--- src/hdl/fdd_pkg.sv ---
// Shared types and constants for the IMU fall direction detector.
package fdd_pkg;

    localparam int WINDOW    = 5;
    localparam int ANGLE_W   = 13;
    localparam int DELTA_W   = ANGLE_W + 1;
    localparam int RATE_W    = 16;
    localparam int LIMIT_W   = 3;
    localparam int NUM_DIR   = 4;
    localparam int PADDR_W   = 5;
    localparam int PDATA_W   = 32;

    localparam int DIR_FWD   = 0;
    localparam int DIR_BACK  = 1;
    localparam int DIR_LEFT  = 2;
    localparam int DIR_RIGHT = 3;

    typedef enum logic [2:0] {
        REG_FWD_ROLL_CHG  = 3'd0,
        REG_FWD_RATE_X    = 3'd1,
        REG_BACK_ROLL     = 3'd2,
        REG_BACK_ROLL_CHG = 3'd3,
        REG_BACK_RATE_X   = 3'd4,
        REG_SIDE_PITCH    = 3'd5,
        REG_SIDE_RATE_Y   = 3'd6,
        REG_DEBOUNCE      = 3'd7
    } reg_idx_t;

    typedef struct packed {
        logic signed [13:0] fwd_roll_chg;
        logic signed [15:0] fwd_rate_x;
        logic signed [12:0] back_roll;
        logic signed [13:0] back_roll_chg;
        logic signed [15:0] back_rate_x;
        logic        [12:0] side_pitch_chg;
        logic        [14:0] side_rate_y;
        logic [LIMIT_W-1:0] debounce;
    } cfg_t;

endpackage

--- src/hdl/fdd_window.sv ---
// Pitch and roll delay line that forms the change over the window.
module fdd_window
    import fdd_pkg::*;
(
    input  logic                      clk,
    input  logic                      rst_n,
    input  logic                      step,
    input  logic signed [ANGLE_W-1:0] pitch,
    input  logic signed [ANGLE_W-1:0] roll,
    output logic signed [DELTA_W-1:0] d_pitch,
    output logic signed [DELTA_W-1:0] d_roll
);

    logic signed [ANGLE_W-1:0] pitch_hist_reg [WINDOW];
    logic signed [ANGLE_W-1:0] roll_hist_reg  [WINDOW];
    logic signed [ANGLE_W-1:0] pitch_old;
    logic signed [ANGLE_W-1:0] roll_old;

    // The last tap holds the sample taken a full window earlier.
    assign pitch_old = pitch_hist_reg[WINDOW-1];
    assign roll_old  = roll_hist_reg[WINDOW-1];
    assign d_pitch   = $signed({pitch[ANGLE_W-1], pitch}) -
                       $signed({pitch_old[ANGLE_W-1], pitch_old});
    assign d_roll    = $signed({roll[ANGLE_W-1], roll}) -
                       $signed({roll_old[ANGLE_W-1], roll_old});

    always_ff @(posedge clk or negedge rst_n)
    begin
        if (!rst_n)
        begin
            for (int i = 0; i < WINDOW; i++)
            begin
                pitch_hist_reg[i] <= '0;
                roll_hist_reg[i]  <= '0;
            end
        end
        else if (step)
        begin
            pitch_hist_reg[0] <= pitch;
            roll_hist_reg[0]  <= roll;
            for (int i = 1; i < WINDOW; i++)
            begin
                pitch_hist_reg[i] <= pitch_hist_reg[i-1];
                roll_hist_reg[i]  <= roll_hist_reg[i-1];
            end
        end
    end

endmodule

--- config.mk ---
export PLATFORM = sky130hd
export DESIGN_NAME = fdd_window
export DESIGN_NICKNAME = d
export VERILOG_FILES = /design/src/hdl/fdd_pkg.sv /design/src/hdl/fdd_window.sv
export SDC_FILE = /design/constraint.sdc
export NUM_CORES = 1
export LEC_CHECK = 0
export ABC_AREA = 1
export BUFFER_PORTS_ARGS = -buffer_cell sky130_fd_sc_hd__buf_2
export CORE_ASPECT_RATIO = 0.5
export CORE_UTILIZATION = 51
export CTS_BUF_LIST = sky130_fd_sc_hd__clkbuf_8
export DETAILED_ROUTE_END_ITERATION = 16
export GPL_ROUTABILITY_DRIVEN = 1
export PLACE_DENSITY = 0.78
export SYNTH_ARGS = -nofsm -noshare
export SYNTH_HDL_FRONTEND = slang
export SYNTH_SLANG_ARGS = --single-unit
--- constraint.sdc ---
create_clock -name clk -period 2.7 [get_ports clk]
set_input_delay 0 -clock clk [delete_from_list [all_inputs] [get_ports clk]]
set_output_delay 0 -clock clk [all_outputs]
set_load 0.01 [all_outputs]
==> results.sh <==
export IMPL_outcome="complete, no violations"
export IMPL_r2r_start="pitch_hist_reg[14]$_DFFE_PN0P_"
export IMPL_endpoint_kind="output pin"
export IMPL_vias_per_cell=4.84
export IMPL_cts_setup_buffers=0
export IMPL_holdWs_ns=0.0828
export IMPL_clock_sinks=130
export IMPL_critical_path_top_delay_family="adder cells"
export IMPL_portBuffers=56
export IMPL_dr_wl_met3_um=513
export IMPL_postRouteAntennaNets=0
export IMPL_clkLatencyLatePin_ns=0.44
export IMPL_floorplan_initialDensity=0.531
export IMPL_critPathMaxStageDelay_ns=0.43
export IMPL_r2r_slack_ns=1.98
export IMPL_ir_drop_mv=0.324
export IMPL_die_x_um=160
export IMPL_r2r_end="pitch_old[1]$_DFFE_PN0P_"
export IMPL_cts_reportedPaths_clkPinSlew_ns=0.08
export IMPL_root_buffer="clkbuf_8"
export IMPL_cp_common_cell="nand3_1"
export IMPL_timing_setup_tns_ns=0
export IMPL_min_path_type="input pin to register"
export IMPL_route_detailed_wl_per_inst_um=11.6
export IMPL_setup_viol=0
export IMPL_final_common_cell="nand2_1"
export IMPL_nets=916
export IMPL_worstPathArrival_ns=2.26
export IMPL_setup_worst_path_start_class="register"
export IMPL_hold_depth=3
export IMPL_die_h_um=81.0
export IMPL_wl_met1_um=6040
export IMPL_via_count=5016
export IMPL_holdPathEnd="pitch_hist_reg[39]$_DFFE_PN0P_"
export IMPL_fin_ws_ns=0.443
export IMPL_rsz0062_at_grt="no"
export IMPL_syn_area_um2=6360
export IMPL_route_met2_wl_um=5390
export IMPL_total_power_w=0.00541
export IMPL_p_leak_nw=3.90
export IMPL_drt_iter0_drc=275
export IMPL_drv_cap=0
export IMPL_final_area_um2=7470
export IMPL_wirelength_um=12000
export IMPL_grt_usage=0.198
export IMPL_worst_pin_slew_ns=0.792
export IMPL_ioPinCount=57
export IMPL_power_density_nw_per_um2=724
export IMPL_ys_seq_area_frac=0.512
export IMPL_cts_tree="built"
export IMPL_syn_num_nets=836
export IMPL_cp_buffers_inverters=2
export IMPL_grt_max_degree=117
export IMPL_cp_slowest_cell="fa_1"
export IMPL_drv_slew=0
export IMPL_nFillCells=1056
export IMPL_final_cell_mix="182 x nand2_1, 130 x dfrtp_1, 124 x inv_1"
export IMPL_clock_skew_ns=0.00934
export IMPL_dpl_cell_area_um2=6760
export IMPL_core_um2=12000
export IMPL_clk_path_buf_depth=2
export IMPL_rows=28
export IMPL_h_tree_depth=4
export IMPL_critical_path_class="register to output pin"
export IMPL_routed_top_layer="met4"
export IMPL_min_from="step"
export IMPL_grt_pass1_wl_um=20100
export IMPL_antenna_found_initial=0
export IMPL_place_ws_ns=0.899
export IMPL_layout_drive_gt1_share=0.126
export IMPL_slew_headroom=0.472
export IMPL_cp_depth=8
export IMPL_ys_types=21
export IMPL_dieArea_um2=12900
export IMPL_path_max_fanout=4
export IMPL_crit_chain="ha_1, inv_1, fa_1, nand3_1, nand3_1, a21oi_1, xnor2_1, buf_2"
export IMPL_area_growth_pct=17.5
export IMPL_timing_final_crit_share=0.836
export IMPL_ys_warn_count=0
export IMPL_postSynthAreaPerCell_um2=8.16
export IMPL_critPathRequiredTime_ns=2.70
export IMPL_rr_worst_depth=2
export IMPL_drc=0
export IMPL_diodes=0
export IMPL_cts_buffers_inserted=17
export IMPL_synth_seq_cells=130
export IMPL_grt_pass1_vias=4545
export IMPL_synth_cells=779
export IMPL_grt_overflow_total=0
export IMPL_dp_hpwl_um=8360
export IMPL_fmaxAchievable_mhz=443
export IMPL_min_period_ns=2.26
export IMPL_gp_congestion=0.895
export IMPL_finalHoldViolations=0
export IMPL_drt_pass1_iter_count=5
[report_power, final]
| part | switching, W | internal (W) | leakage (nW) | total (W) |
|---|---|---|---|---|
| clock network | 0.000815 | 0.00102 | 0.217 | 0.00183 |
| registers | 0.0000902 | 0.00218 | 1.53 | 0.00227 |
| logic | 0.000805 | 0.000503 | 2.16 | 0.00131 |
| total | 0.00171 | 0.00370 | 3.90 | 0.00541 |
[synth_stat cells]
cell type	instances	area [um2]
fa_1	2	40.0
nand3_2	3	30.0
buf_2	12	60.1
inv_1	124	465
xnor2_1	6	52.6
buf_4	10	75.1
dfrtp_1	130	3250
buf_6	1	11.3
a21oi_1	68	340
xor2_1	8	70.1
o21ai_0	76	380
nor2_1	80	300
nor3_2	2	20.0
nand4_1	6	37.5
o21bai_1	2	15.0
nand2_1	182	683
clkbuf_1	6	22.5
ha_1	26	325
nand3_1	25	125
nand2_2	6	37.5
inv_2	4	15.0
[area by class of cell]
type	instances	area, um2	share of cell area
flip-flops and latches	130	3250	0.435
multi-input cells	492	2460	0.329
repair buffers	90	637	0.0852
inverters	128	480	0.0643
clock buffers	17	234	0.0313
clock inverters	15	206	0.0276
well taps	165	206	0.0276
[cells by family after synthesis]
kind of cell	share of synthesized area
adder cells (fa/ha/maj)	0.0574
flip-flops	0.512
buffers and inverters	0.102
AND/OR/NAND/NOR	0.194
XOR/XNOR	0.0193
AO/OA/AOI/OAI	0.116
[worst register-to-register path, delay by kind of cell, from the launching register on]
family           cells  cell delay [ns]
flip-flops           1             0.40
AND/OR/NAND/NOR      1             0.08
AO/OA/AOI/OAI        1             0.09
[per-layer routing]
metal  global-route usage  vias to the layer above
met3               0.0541                        9
met1                0.264                     2300
met4               0.0619                        0
li1                     -                     2590
met2                0.318                      117
met5                    0                        -
[repair_timing]
item | in CTS | in global routing
resized for setup | 0 | 0
hold endpoints to repair | 86 | 0
setup endpoints to repair | 0 | 0
hold buffers | 27 | 0
[through the flow]
step,instances,utilization
after floorplan,779,-
after global placement,978,0.565
after detailed placement,978,0.565
after CTS,1037,0.624
after global routing,1037,0.624
final,1037,0.624
[worst max-delay path by stage]
stage,from,to
floorplan,pitch_old[0]$_DFFE_PN0P_,d_pitch[6]
global route,pitch_old[0]$_DFFE_PN0P_,d_pitch[8]
detailed placement,pitch_old[0]$_DFFE_PN0P_,d_pitch[8]
CTS,pitch_old[0]$_DFFE_PN0P_,d_pitch[8]
finish,pitch_old[0]$_DFFE_PN0P_,d_pitch[8]
global placement,pitch_old[0]$_DFFE_PN0P_,d_pitch[6]
(Power assumes the default switching activity.)
