**src/hdl/fdd_pkg.sv**
```systemverilog
// Shared types and constants for the IMU fall direction detector.
package fdd_pkg;

    localparam int WINDOW    = 5;
    localparam int ANGLE_W   = 13;
    localparam int DELTA_W   = ANGLE_W + 1;
    localparam int RATE_W    = 16;
    localparam int LIMIT_W   = 3;
    localparam int NUM_DIR   = 4;
    localparam int PADDR_W   = 5;
    localparam int PDATA_W   = 32;

    localparam int DIR_FWD   = 0;
    localparam int DIR_BACK  = 1;
    localparam int DIR_LEFT  = 2;
    localparam int DIR_RIGHT = 3;

    typedef enum logic [2:0] {
        REG_FWD_ROLL_CHG  = 3'd0,
        REG_FWD_RATE_X    = 3'd1,
        REG_BACK_ROLL     = 3'd2,
        REG_BACK_ROLL_CHG = 3'd3,
        REG_BACK_RATE_X   = 3'd4,
        REG_SIDE_PITCH    = 3'd5,
        REG_SIDE_RATE_Y   = 3'd6,
        REG_DEBOUNCE      = 3'd7
    } reg_idx_t;

    typedef struct packed {
        logic signed [13:0] fwd_roll_chg;
        logic signed [15:0] fwd_rate_x;
        logic signed [12:0] back_roll;
        logic signed [13:0] back_roll_chg;
        logic signed [15:0] back_rate_x;
        logic        [12:0] side_pitch_chg;
        logic        [14:0] side_rate_y;
        logic [LIMIT_W-1:0] debounce;
    } cfg_t;

endpackage

```
**src/hdl/fdd_detect.sv**
```systemverilog
// Direction rules and debounce counters that form the fall mask.
module fdd_detect
    import fdd_pkg::*;
(
    input  logic                      clk,
    input  logic                      rst_n,
    input  logic                      step,
    input  cfg_t                      cfg,
    input  logic signed [ANGLE_W-1:0] pitch,
    input  logic signed [ANGLE_W-1:0] roll,
    input  logic signed [RATE_W-1:0]  rate_x,
    input  logic signed [RATE_W-1:0]  rate_y,
    input  logic signed [DELTA_W-1:0] d_pitch,
    input  logic signed [DELTA_W-1:0] d_roll,
    output logic [NUM_DIR-1:0]        fall_mask
);

    logic [LIMIT_W-1:0] cnt_reg  [NUM_DIR];
    logic [LIMIT_W-1:0] cnt_next [NUM_DIR];
    logic [LIMIT_W-1:0] cnt_upd  [NUM_DIR];
    logic [NUM_DIR-1:0] hit;

    logic signed [DELTA_W:0]  d_pitch_x;
    logic signed [DELTA_W:0]  pitch_lim_pos;
    logic signed [DELTA_W:0]  pitch_lim_neg;
    logic signed [RATE_W:0]   rate_y_x;
    logic signed [RATE_W:0]   rate_lim_pos;
    logic signed [RATE_W:0]   rate_lim_neg;

    assign d_pitch_x     = $signed({d_pitch[DELTA_W-1], d_pitch});
    assign pitch_lim_pos = $signed({2'b00, cfg.side_pitch_chg});
    assign pitch_lim_neg = -pitch_lim_pos;
    assign rate_y_x      = $signed({rate_y[RATE_W-1], rate_y});
    assign rate_lim_pos  = $signed({2'b00, cfg.side_rate_y});
    assign rate_lim_neg  = -rate_lim_pos;

    always_comb
    begin
        hit[DIR_FWD]   = (d_roll <= cfg.fwd_roll_chg) && (rate_x <= cfg.fwd_rate_x);
        hit[DIR_BACK]  = (roll > cfg.back_roll) && (d_roll > cfg.back_roll_chg) &&
                         (rate_x > cfg.back_rate_x);
        hit[DIR_LEFT]  = (d_pitch_x < pitch_lim_neg) && pitch[ANGLE_W-1] &&
                         (rate_y_x < rate_lim_neg);
        hit[DIR_RIGHT] = (d_pitch_x > pitch_lim_pos) && (pitch > 0) &&
                         (rate_y_x > rate_lim_pos);
    end

    // A counter climbs toward the limit on a hit and decays otherwise; reaching
    // the limit flags the direction and restarts the count from zero.
    always_comb
    begin
        for (int k = 0; k < NUM_DIR; k++)
        begin
            if (hit[k])
                cnt_upd[k] = (cnt_reg[k] < cfg.debounce) ? cnt_reg[k] + 1'b1 : cnt_reg[k];
            else
                cnt_upd[k] = (cnt_reg[k] != '0) ? cnt_reg[k] - 1'b1 : cnt_reg[k];
            fall_mask[k] = (cnt_upd[k] >= cfg.debounce);
            cnt_next[k]  = fall_mask[k] ? '0 : cnt_upd[k];
        end
    end

    always_ff @(posedge clk or negedge rst_n)
    begin
        if (!rst_n)
        begin
            for (int k = 0; k < NUM_DIR; k++)
                cnt_reg[k] <= '0;
        end
        else if (step)
        begin
            for (int k = 0; k < NUM_DIR; k++)
                cnt_reg[k] <= cnt_next[k];
        end
    end

endmodule

```
**config.mk**
```make
export PLATFORM = sky130hd
export DESIGN_NAME = fdd_detect
export DESIGN_NICKNAME = d
export VERILOG_FILES = /design/src/hdl/fdd_pkg.sv /design/src/hdl/fdd_detect.sv
export SDC_FILE = /design/constraint.sdc
export NUM_CORES = 1
export LEC_CHECK = 0
export ABC_AREA = 1
export BUFFER_PORTS_ARGS = -buffer_cell sky130_fd_sc_hd__clkbuf_2
export CELL_PAD_IN_SITES_DETAIL_PLACEMENT = 1
export CELL_PAD_IN_SITES_GLOBAL_PLACEMENT = 1
export CORE_AREA = 3 3 181 112
export CTS_CLUSTER_SIZE = 25
export DETAILED_ROUTE_END_ITERATION = 6
export DIE_AREA = 0 0 184 115
export PLACE_DENSITY_LB_ADDON = 0.1
export SLEW_MARGIN = 20
export SYNTH_ARGS = -nofsm -noshare
export SYNTH_HDL_FRONTEND = slang
export SYNTH_SLANG_ARGS = --single-unit
```
**constraint.sdc**
```tcl
create_clock -name clk -period 4.3 [get_ports clk]
set_clock_uncertainty 0.15 [all_clocks]
set_input_delay 0.43 -clock clk [delete_from_list [all_inputs] [get_ports clk]]
set_output_delay 0.43 -clock clk [all_outputs]
set_load 0.1 [all_outputs]
```
==> flow_summary.toml <==
[synthesis]
synth_area_leaders = "ha_1 (37%), nand2_1 (13%), inv_1 (11%)"
synth.avg_cell_area_um2 = 6.53
synth_top_area_cell = "ha_1"
synth-seq-cells = 12
async_flop_share_pct = 100
mappedNetlistArea_mm2 = 0.00558
yosysUniqueCellTypes = 32
synth_top_area_share_pct = 37.0
synthCells = 854
yosysSeqAreaShare_pct = 5.38
synth_flop_cell = "dfrtp_1"
synth_nets = 1212
synth_edf_count = 0
yosys_warnings = 0

[hold_path]
min_path_type = "flip-flop to flip-flop"

[final_layout]
antenna_cells = 0
n_fill_cell = 2499
mostFrequentLayoutCells = "clkbuf_2 (191), nand2_1 (186), ha_1 (161)"
final_common_cell = "clkbuf_2"
drive_gt1_share_pct = 28.0
final_nets = 1445
largest_reg_flops = 12
area_delta_synth_final_pct = 33.6
final_area_mm2 = 0.00745

[power_and_ir_drop]
powerDensity_mw_per_mm2 = 318
peakVddDrop_v = 0.000518
p_leak_uw = 0.00447

[sta]
min_period_ps = 4470
slew_headroom_pct = 63.4
worstMarginPinSlew_ps = 552
setup_violations = 1
setup_tns_ps = -166
hold_viol = 0
rsz0062_at_grt = "true"
slew_violations = 0
setup_ws_ps = -166
clock.fmax_mhz = 224
fin_crit_sh_pct = 104

[global_routing]
grt_use_met1_pct = 25.7
grt.total_usage_pct = 15.5
grt_use_met2_pct = 22.5
antenna_found_initial = 0
grtUsageMet3_pct = 0.759
overflow = 0
grt_busiest_layer = "met1"
grt_pass1_wl_mm = 27.8
grt_pass1_vias = 5904
grt_max_degree = 17

[worst_setup_path]
cp_data_required_time_ps = 3720
arrival_ps = 3890
cp-start-kind = "primary input"
crit_fanout = 4
crit_type = "primary input to primary output"
critPathCaptureType = "primary output"

[flow_run]
drv_cap = 0

[clock_network]
clock_latency_ps = 230
clock-root-buffer = "clkbuf_16"
cts_tree = "yes"
clockBufferDepth = 2
cts_buffers = 3
htree_levels = 1
cts.clk_slew.worst_paths_ps = 40
cts_sinks = 12

[routing]
final_antenna_net_count = 0
dr.pass1.iters = 4
drc = 0
routed_wl_mm = 17.2
vias_per_cell = 4.49
drt-initial-drc-count = 223
vias = 5987
wl_per_cell_um = 12.9

[run_status]
violations = "setup timing"
status = "finished, violations left"

[floorplan]
die_x_um = 184
core_area_mm2 = 0.0188
die-area_mm2 = 0.0212
io_pins = 197
die_y_um = 115
start_util_pct = 29.6
row_count = 39

[placement]
dp_hpwl_mm = 15.8
gp_congestion = 0.759
dpl-instance-area_mm2 = 0.00714
portBuffers = 196
-- layout make-up --
| cell class | instances | area [um^2] | area share [%] |
|---|---|---|---|
| inverters | 165 | 639 | 8.58 |
| repair buffers | 229 | 1270 | 17.1 |
| clock buffers | 4 | 88.8 | 1.19 |
| multi-input cells | 676 | 4840 | 65.0 |
| well taps | 246 | 308 | 4.13 |
| flip-flops and latches | 12 | 300 | 4.03 |
-- stage by stage --
| stage | setup slack [ps] | instances | total power (uW) | utilization [%] | hold slack, ps |
|---|---|---|---|---|---|
| floorplan | -868 | 854 | 1560 | - | -15.6 |
| global placement | -229 | 1324 | 2080 | 37.9 | 175 |
| detailed placement | -426 | 1324 | 2100 | 37.9 | 182 |
| CTS | -154 | 1330 | 2350 | 38.9 | 417 |
| global route | -454 | 1332 | 2650 | 39.6 | 454 |
| finish | -166 | 1332 | 2370 | 39.6 | 416 |
-- metal layers --
metal	wire, um	vias up
met2	6480	99
met1	10100	2616
met3	625	2
li1	-	3270
met5	0	-
met4	47	0
-- cells in the mapped netlist, types with 6 or more instances --
master and count:
nand2_1 195, inv_2 6, nor3_1 6, inv_1 157, o21ai_1 9, nor2_2 7
nand4_1 13, ha_1 165, o21ai_0 13, nand2_2 6, o211ai_1 6, dfrtp_1 12
and2_1 8, nand3_1 62, nor2_1 53, nor3_2 6, a21oi_1 66, xor2_1 36
-- critical path, stage by stage --
cell,delay (ps)
buf_8,100
inv_6,50
ha_4,130
nand3_2,80
nor2_1,110
nand2_1,80
nor2_2,140
inv_2,60
nor4_4,310
nand3_2,150
xor2_1,190
ha_1,300
nand2_1,70
nor2_2,40
buf_4,120
a21oi_2,130
nand3_1,100
nand2_2,100
nand2_4,90
nand2_4,90
nand2_2,50
and2_4,160
ha_4,240
a21oi_2,140
o211ai_1,90
buf_4,150
buf_12,160
-- worst paths after layout --
path | startpoint | end | slack (ps) | depth (start not counted)
min in group asynchronous | rst_n | cnt_reg[6] | 490 | 2
setup / recovery | cfg[4] | fall_mask[2] | -170 | 27
max in group asynchronous | rst_n | cnt_reg[7] | 3280 | 2
hold reg to reg | cnt_reg[4] | cnt_reg[4] | 420 | 2
hold / removal | cnt_reg[4] | cnt_reg[4] | 420 | 2
setup reg to reg | cnt_reg[8] | cnt_reg[7] | 1540 | 12
-- logic make-up after synthesis --
kind of cell | after synthesis | synth area share, %
DFF | 12 | 5.38
AOI/OAI and AO/OA | 104 | 10.0
and+or+nand+nor | 371 | 30.7
xor gates and xnor gates | 36 | 5.65
buffers and inverters | 166 | 11.2
adders and majority gates | 165 | 37.0
-- what timing repair did --
action | 4_1_cts | 5_1_grt
pin swaps | 12 | 23
hold buffers | 1 | 0
resized for setup | 19 | 30
hold endpoints to repair | 12 | 0
buffers inserted | 1 | 2
setup endpoints to repair | 1 | 4
-- report_power, final --
group	leakage (uW)	internal [uW]	switching [uW]
Clock	0.0000442	140	47.0
Combinational	0.00427	713	1250
Sequential	0.000157	157	61.4
Total	0.00447	1010	1360
Power figures use the tool's default switching activity.
