==> src/hdl/fdd_pkg.sv <==
// Shared types and constants for the IMU fall direction detector.
package fdd_pkg;

    localparam int WINDOW    = 5;
    localparam int ANGLE_W   = 13;
    localparam int DELTA_W   = ANGLE_W + 1;
    localparam int RATE_W    = 16;
    localparam int LIMIT_W   = 3;
    localparam int NUM_DIR   = 4;
    localparam int PADDR_W   = 5;
    localparam int PDATA_W   = 32;

    localparam int DIR_FWD   = 0;
    localparam int DIR_BACK  = 1;
    localparam int DIR_LEFT  = 2;
    localparam int DIR_RIGHT = 3;

    typedef enum logic [2:0] {
        REG_FWD_ROLL_CHG  = 3'd0,
        REG_FWD_RATE_X    = 3'd1,
        REG_BACK_ROLL     = 3'd2,
        REG_BACK_ROLL_CHG = 3'd3,
        REG_BACK_RATE_X   = 3'd4,
        REG_SIDE_PITCH    = 3'd5,
        REG_SIDE_RATE_Y   = 3'd6,
        REG_DEBOUNCE      = 3'd7
    } reg_idx_t;

    typedef struct packed {
        logic signed [13:0] fwd_roll_chg;
        logic signed [15:0] fwd_rate_x;
        logic signed [12:0] back_roll;
        logic signed [13:0] back_roll_chg;
        logic signed [15:0] back_rate_x;
        logic        [12:0] side_pitch_chg;
        logic        [14:0] side_rate_y;
        logic [LIMIT_W-1:0] debounce;
    } cfg_t;

endpackage

==> src/hdl/fdd_regs.sv <==
// APB configuration registers of the fall direction detector.
module fdd_regs
    import fdd_pkg::*;
(
    input  logic               clk,
    input  logic               rst_n,
    input  logic               psel,
    input  logic               penable,
    input  logic               pwrite,
    input  logic [PADDR_W-1:0] paddr,
    input  logic [PDATA_W-1:0] pwdata,
    output logic [PDATA_W-1:0] prdata,
    output logic               pready,
    output cfg_t               cfg
);

    cfg_t     cfg_reg;
    reg_idx_t idx;
    logic     wr_en;

    assign idx    = reg_idx_t'(paddr[PADDR_W-1:2]);
    assign wr_en  = psel && penable && pwrite;
    assign pready = 1'b1;
    assign cfg    = cfg_reg;

    always_ff @(posedge clk or negedge rst_n)
    begin
        if (!rst_n)
        begin
            cfg_reg.fwd_roll_chg   <= -14'sd80;
            cfg_reg.fwd_rate_x     <= -16'sd800;
            cfg_reg.back_roll      <= 13'sd960;
            cfg_reg.back_roll_chg  <= 14'sd128;
            cfg_reg.back_rate_x    <= 16'sd960;
            cfg_reg.side_pitch_chg <= 13'd96;
            cfg_reg.side_rate_y    <= 15'd560;
            cfg_reg.debounce       <= 3'd4;
        end
        else if (wr_en)
        begin
            unique case (idx)
                REG_FWD_ROLL_CHG:  cfg_reg.fwd_roll_chg   <= $signed(pwdata[13:0]);
                REG_FWD_RATE_X:    cfg_reg.fwd_rate_x     <= $signed(pwdata[15:0]);
                REG_BACK_ROLL:     cfg_reg.back_roll      <= $signed(pwdata[12:0]);
                REG_BACK_ROLL_CHG: cfg_reg.back_roll_chg  <= $signed(pwdata[13:0]);
                REG_BACK_RATE_X:   cfg_reg.back_rate_x    <= $signed(pwdata[15:0]);
                REG_SIDE_PITCH:    cfg_reg.side_pitch_chg <= pwdata[12:0];
                REG_SIDE_RATE_Y:   cfg_reg.side_rate_y    <= pwdata[14:0];
                REG_DEBOUNCE:      cfg_reg.debounce       <= pwdata[LIMIT_W-1:0];
            endcase
        end
    end

    // Signed registers read back sign-extended to the bus width.
    always_comb
    begin
        unique case (idx)
            REG_FWD_ROLL_CHG:  prdata = {{18{cfg_reg.fwd_roll_chg[13]}}, cfg_reg.fwd_roll_chg};
            REG_FWD_RATE_X:    prdata = {{16{cfg_reg.fwd_rate_x[15]}}, cfg_reg.fwd_rate_x};
            REG_BACK_ROLL:     prdata = {{19{cfg_reg.back_roll[12]}}, cfg_reg.back_roll};
            REG_BACK_ROLL_CHG: prdata = {{18{cfg_reg.back_roll_chg[13]}},
                                         cfg_reg.back_roll_chg};
            REG_BACK_RATE_X:   prdata = {{16{cfg_reg.back_rate_x[15]}}, cfg_reg.back_rate_x};
            REG_SIDE_PITCH:    prdata = {19'd0, cfg_reg.side_pitch_chg};
            REG_SIDE_RATE_Y:   prdata = {17'd0, cfg_reg.side_rate_y};
            REG_DEBOUNCE:      prdata = {{(PDATA_W-LIMIT_W){1'b0}}, cfg_reg.debounce};
        endcase
    end

endmodule

==> config.mk <==
export PLATFORM = sky130hd
export DESIGN_NAME = fdd_regs
export DESIGN_NICKNAME = d
export VERILOG_FILES = /design/src/hdl/fdd_pkg.sv /design/src/hdl/fdd_regs.sv
export SDC_FILE = /design/constraint.sdc
export NUM_CORES = 1
export LEC_CHECK = 0
export ABC_AREA = 0
export BUFFER_PORTS_ARGS = -buffer_cell sky130_fd_sc_hd__buf_2
export CAP_MARGIN = 20
export CELL_PAD_IN_SITES_DETAIL_PLACEMENT = 0
export CELL_PAD_IN_SITES_GLOBAL_PLACEMENT = 2
export CORE_UTILIZATION = 34
export CTS_CLUSTER_DIAMETER = 100
export DETAILED_ROUTE_END_ITERATION = 10
export PLACE_DENSITY = 0.82
export RECOVER_POWER = 25
export SLEW_MARGIN = 10
export SYNTH_ARGS = -nofsm -noshare
export SYNTH_HDL_FRONTEND = slang
export SYNTH_SLANG_ARGS = --single-unit
export TNS_END_PERCENT = 5
==> constraint.sdc <==
create_clock -name clk -period 5.29 [get_ports clk]
set_input_delay 1.058 -clock clk [delete_from_list [all_inputs] [get_ports clk]]
set_output_delay 1.058 -clock clk [all_outputs]
set_load 0.1 [all_outputs]
==> parameters.txt <==
Parameter                              Value

Status
  Run status    finished with violations
  Violated checks    max-capacitance violations, max-slew violations

Yosys
  Register area share after synthesis    53.29%
  Top-area cell type share of the netlist area    35.81%
  Syn_nets    410
  Post-synthesis cell type with the largest combined area    dfrtp_1
  Yosys warning total    0
  Yosys reg bits    104
  Netlist area before placement    4961 um^2
  Synthesized area per cell    13.48 um^2
  Synth top area cells    dfrtp_1, mux2_2, dfstp_2
  Number of standard cells after synthesis    368
  Distinct cell type count of the synthesized netlist    32

Critical path
  Category of the worst setup path launch point    primary input
  Reg-to-reg critical path endpoint    cfg[79]$_DFFE_PN1P_
  Crit path buffers/inverters    3
  RR Startpoint    cfg[79]$_DFFE_PN1P_
  CP endpoint kind    primary output
  FF-to-FF path depth    2
  Slowest library cell on the worst path    buf_2
  Most used cell, CP    buf_2
  Required arrival time at the worst endpoint    4.23 ns
  Arr. time, crit path    3.08 ns
  Endpoint of the worst setup timing path    prdata[9]
  Flop-to-flop setup slack    4.47 ns
  Kind of critical path    in2out
  First element of the critical path    paddr[3]
  Maximum fanout along the worst path    32
  Logic depth of the worst path, buffers included    6
  Largest stage delay on the critical path    0.67 ns
  Crit path max-delay family    buffers and inverters
  Critical path cell sequence    buf_2 > buf_4 > or3_1 > nor2_1 > a21oi_1 > buf_2

Pwr
  Clock network power share    19.9%
  Switching power    2079 uW
  Net switching share of the total power    53.94%
  Combinational Power Share    51.3%
  Cell area power density    625.5 nW/um^2
  Static leakage    0.003024 uW
  Internal Power    1775 uW
  Share of total power in sequential cells    28.8%
  Worst vdd ir    323.9 uV

Timing
  Min Clock Period, post-route    4.135 ns
  Total count of hold-check failures in the final report    0
  Smallest hold slack    0.5227 ns
  Unrepaired setup endpoints after global routing    false
  Max Slew Vio Count    66
  Aggregate negative setup slack    0 ns
  Upper clock frequency limit    0.2418 GHz
  Final Cycle Share    78.17%
  Finish-stage setup viols    0
  Pin slew with the least headroom to its limit    3.538 ns
  Clock Skew    0 ns
  Worst slew margin relative to its limit    -135.9%

Routing
  WL per Instance    19.93 um
  Number of nets still failing antenna checks after routing    0
  Wire length after detailed routing    13.83 mm
  Initial detailed-routing violation count    190
  Via count normalized by instance count    5.160
  Number of iterations in the first detailed-routing pass    4
  Number of remaining DRC errors    0
  Via count    3581

Placement
  Detailed-placement wirelength estimate    9.576 mm
  Number of buffers inserted by port buffering    159
  Final weighted congestion in routability-driven placement    0.7598

CTS
  Clk Tree Root Cell    clkbuf_16
  Number of hold-repair buffers added at the cts stage    0
  TritonCTS clock tree    built
  Clock Sink Count    104
  Clock latency reported for the late side of the worst-skew pair    0.35 ns
  Max clock buf depth    2
  Resized Gates After CTS    0
  Number of clock buffers inserted by TritonCTS    9
  H-tree depth    3
  Clk slew on worst S/H paths    0.06 ns
  Post-CTS setup-driven buffer insertion count    0

Finish
  Number of flip-flops in the largest register    104
  Number of nets in the layout    552
  Most frequent cells in the layout    buf_2, mux2_2, dfrtp_1
  Antenna diodes    0
  P&R area growth vs syn    24.19%
  Proportion of layout cells with a drive suffix above 1    64.79%
  Fin util    43.87%
  Count of filler cells inserted in the layout    1360
  Most common library cell in the layout ignoring fill and taps    buf_2

Run
  Number of max-cap violations    1

Global routing
  First-pass GRT wire length    20.75 mm
  All-layer global routing usage    19.06%
  Initial antenna violation count    0
  Number of global-route vias before repair    3526
  Sum of overflow across all layers after global routing    0
  Maximum number of pins on one net before global-route repair    66

Floorplan
  Number of top-level design ports    179
  Placement row count    43
  Height of the die    122.8 um
  Horizontal die dimension    122.8 um
  Effective utilization at floorplan    35.33%
  Area of the core    14040 um^2
  Area enclosed by the die boundary    15080 um^2

Worst hold path
  Hold Path Class    reg2reg
## through the flow
step	cells	setup WS [ns]	power, uW	area [um^2]
6_report	694	1.155	3854	6161
3_5_place_dp	679	1.118	3112	5828
2_1_floorplan	368	0.1009	2838	4965
3_3_place_gp	679	1.092	3091	5828
4_1_cts	694	1.112	3880	6165
5_1_grt	694	0.7022	3986	6161
## worst reg2reg max path, delay by kind of cell, from the launching register on
family / cells / cell delay [ns]
flip-flops: 1 / 0.53
AO/OA/AOI/OAI: 1 / 0.17
buffers and inverters: 1 / 0.05
## worst min-delay path by stage
stage | startpoint | cells after the start | to
final | cfg[89]$_DFFE_PN1P_ | 2 | cfg[89]$_DFFE_PN1P_
after global routing | cfg[89]$_DFFE_PN1P_ | 2 | cfg[89]$_DFFE_PN1P_
after CTS | cfg[89]$_DFFE_PN1P_ | 2 | cfg[89]$_DFFE_PN1P_
after detailed placement | cfg[89]$_DFFE_PN1P_ | 2 | cfg[89]$_DFFE_PN1P_
after global placement | cfg[89]$_DFFE_PN1P_ | 2 | cfg[89]$_DFFE_PN1P_
after floorplan | cfg[79]$_DFFE_PN1P_ | 2 | cfg[79]$_DFFE_PN1P_
## cell type report
cell class                      instances  area (um^2)  area share, %
Tap cell                              180        225.2          3.656
Clock buffer                           12        246.5          4.001
Multi-Input combinational cell        225         2086          33.85
Timing Repair Buffer                  168        862.1          13.99
Sequential cell                       104         2644          42.91
Inverter                                2        7.507         0.1219
Clock inverter                          3        90.09          1.462
## power groups by stage
stage	registers [uW]	clock network (uW)	logic (uW)
3_3_place_gp	1110	0	1980
6_report	1110	767	1980
3_5_place_dp	1130	0	1990
5_1_grt	1130	814	2040
4_1_cts	1110	780	1990
2_1_floorplan	2270	0	571
## cell usage after synthesis
cell type,count
mux2i_1,23
buf_6,2
mux4_2,6
nand2b_1,4
inv_1,2
o2bb2ai_1,1
nor2b_1,6
mux2_2,106
nand4_1,1
or3_1,2
a21o_1,1
conb_1,1
a211oi_1,4
buf_1,2
nor3_1,1
a21oi_1,17
o22a_1,3
nand3_1,2
buf_4,18
o22ai_1,2
o21ai_0,4
nand2_1,6
dfstp_2,33
a221o_1,2
nor2_1,24
nand4b_4,1
o21bai_1,1
nor2_2,2
a221oi_1,3
dfrtp_1,71
a22o_1,2
buf_2,15
## routing by layer
metal	up-vias	global-route usage, %	routed length (um)
li1	1609	-	-
met1	1830	23.83	5741
met2	129	32.20	6904
met3	13	4.740	1019
met4	0	6.021	167
met5	-	0	0
## cell families after synthesis
logic type | count (synthesis) | synth area share, %
AO/OA/AOI/OAI | 40 | 5.272
AND/OR/NAND/NOR | 49 | 4.943
multiplexers | 135 | 31.42
flip-flops | 104 | 53.29
other | 1 | 0.07559
buffers and inverters | 39 | 4.994
No activity file was read; power rests on OpenSTA's default activity.
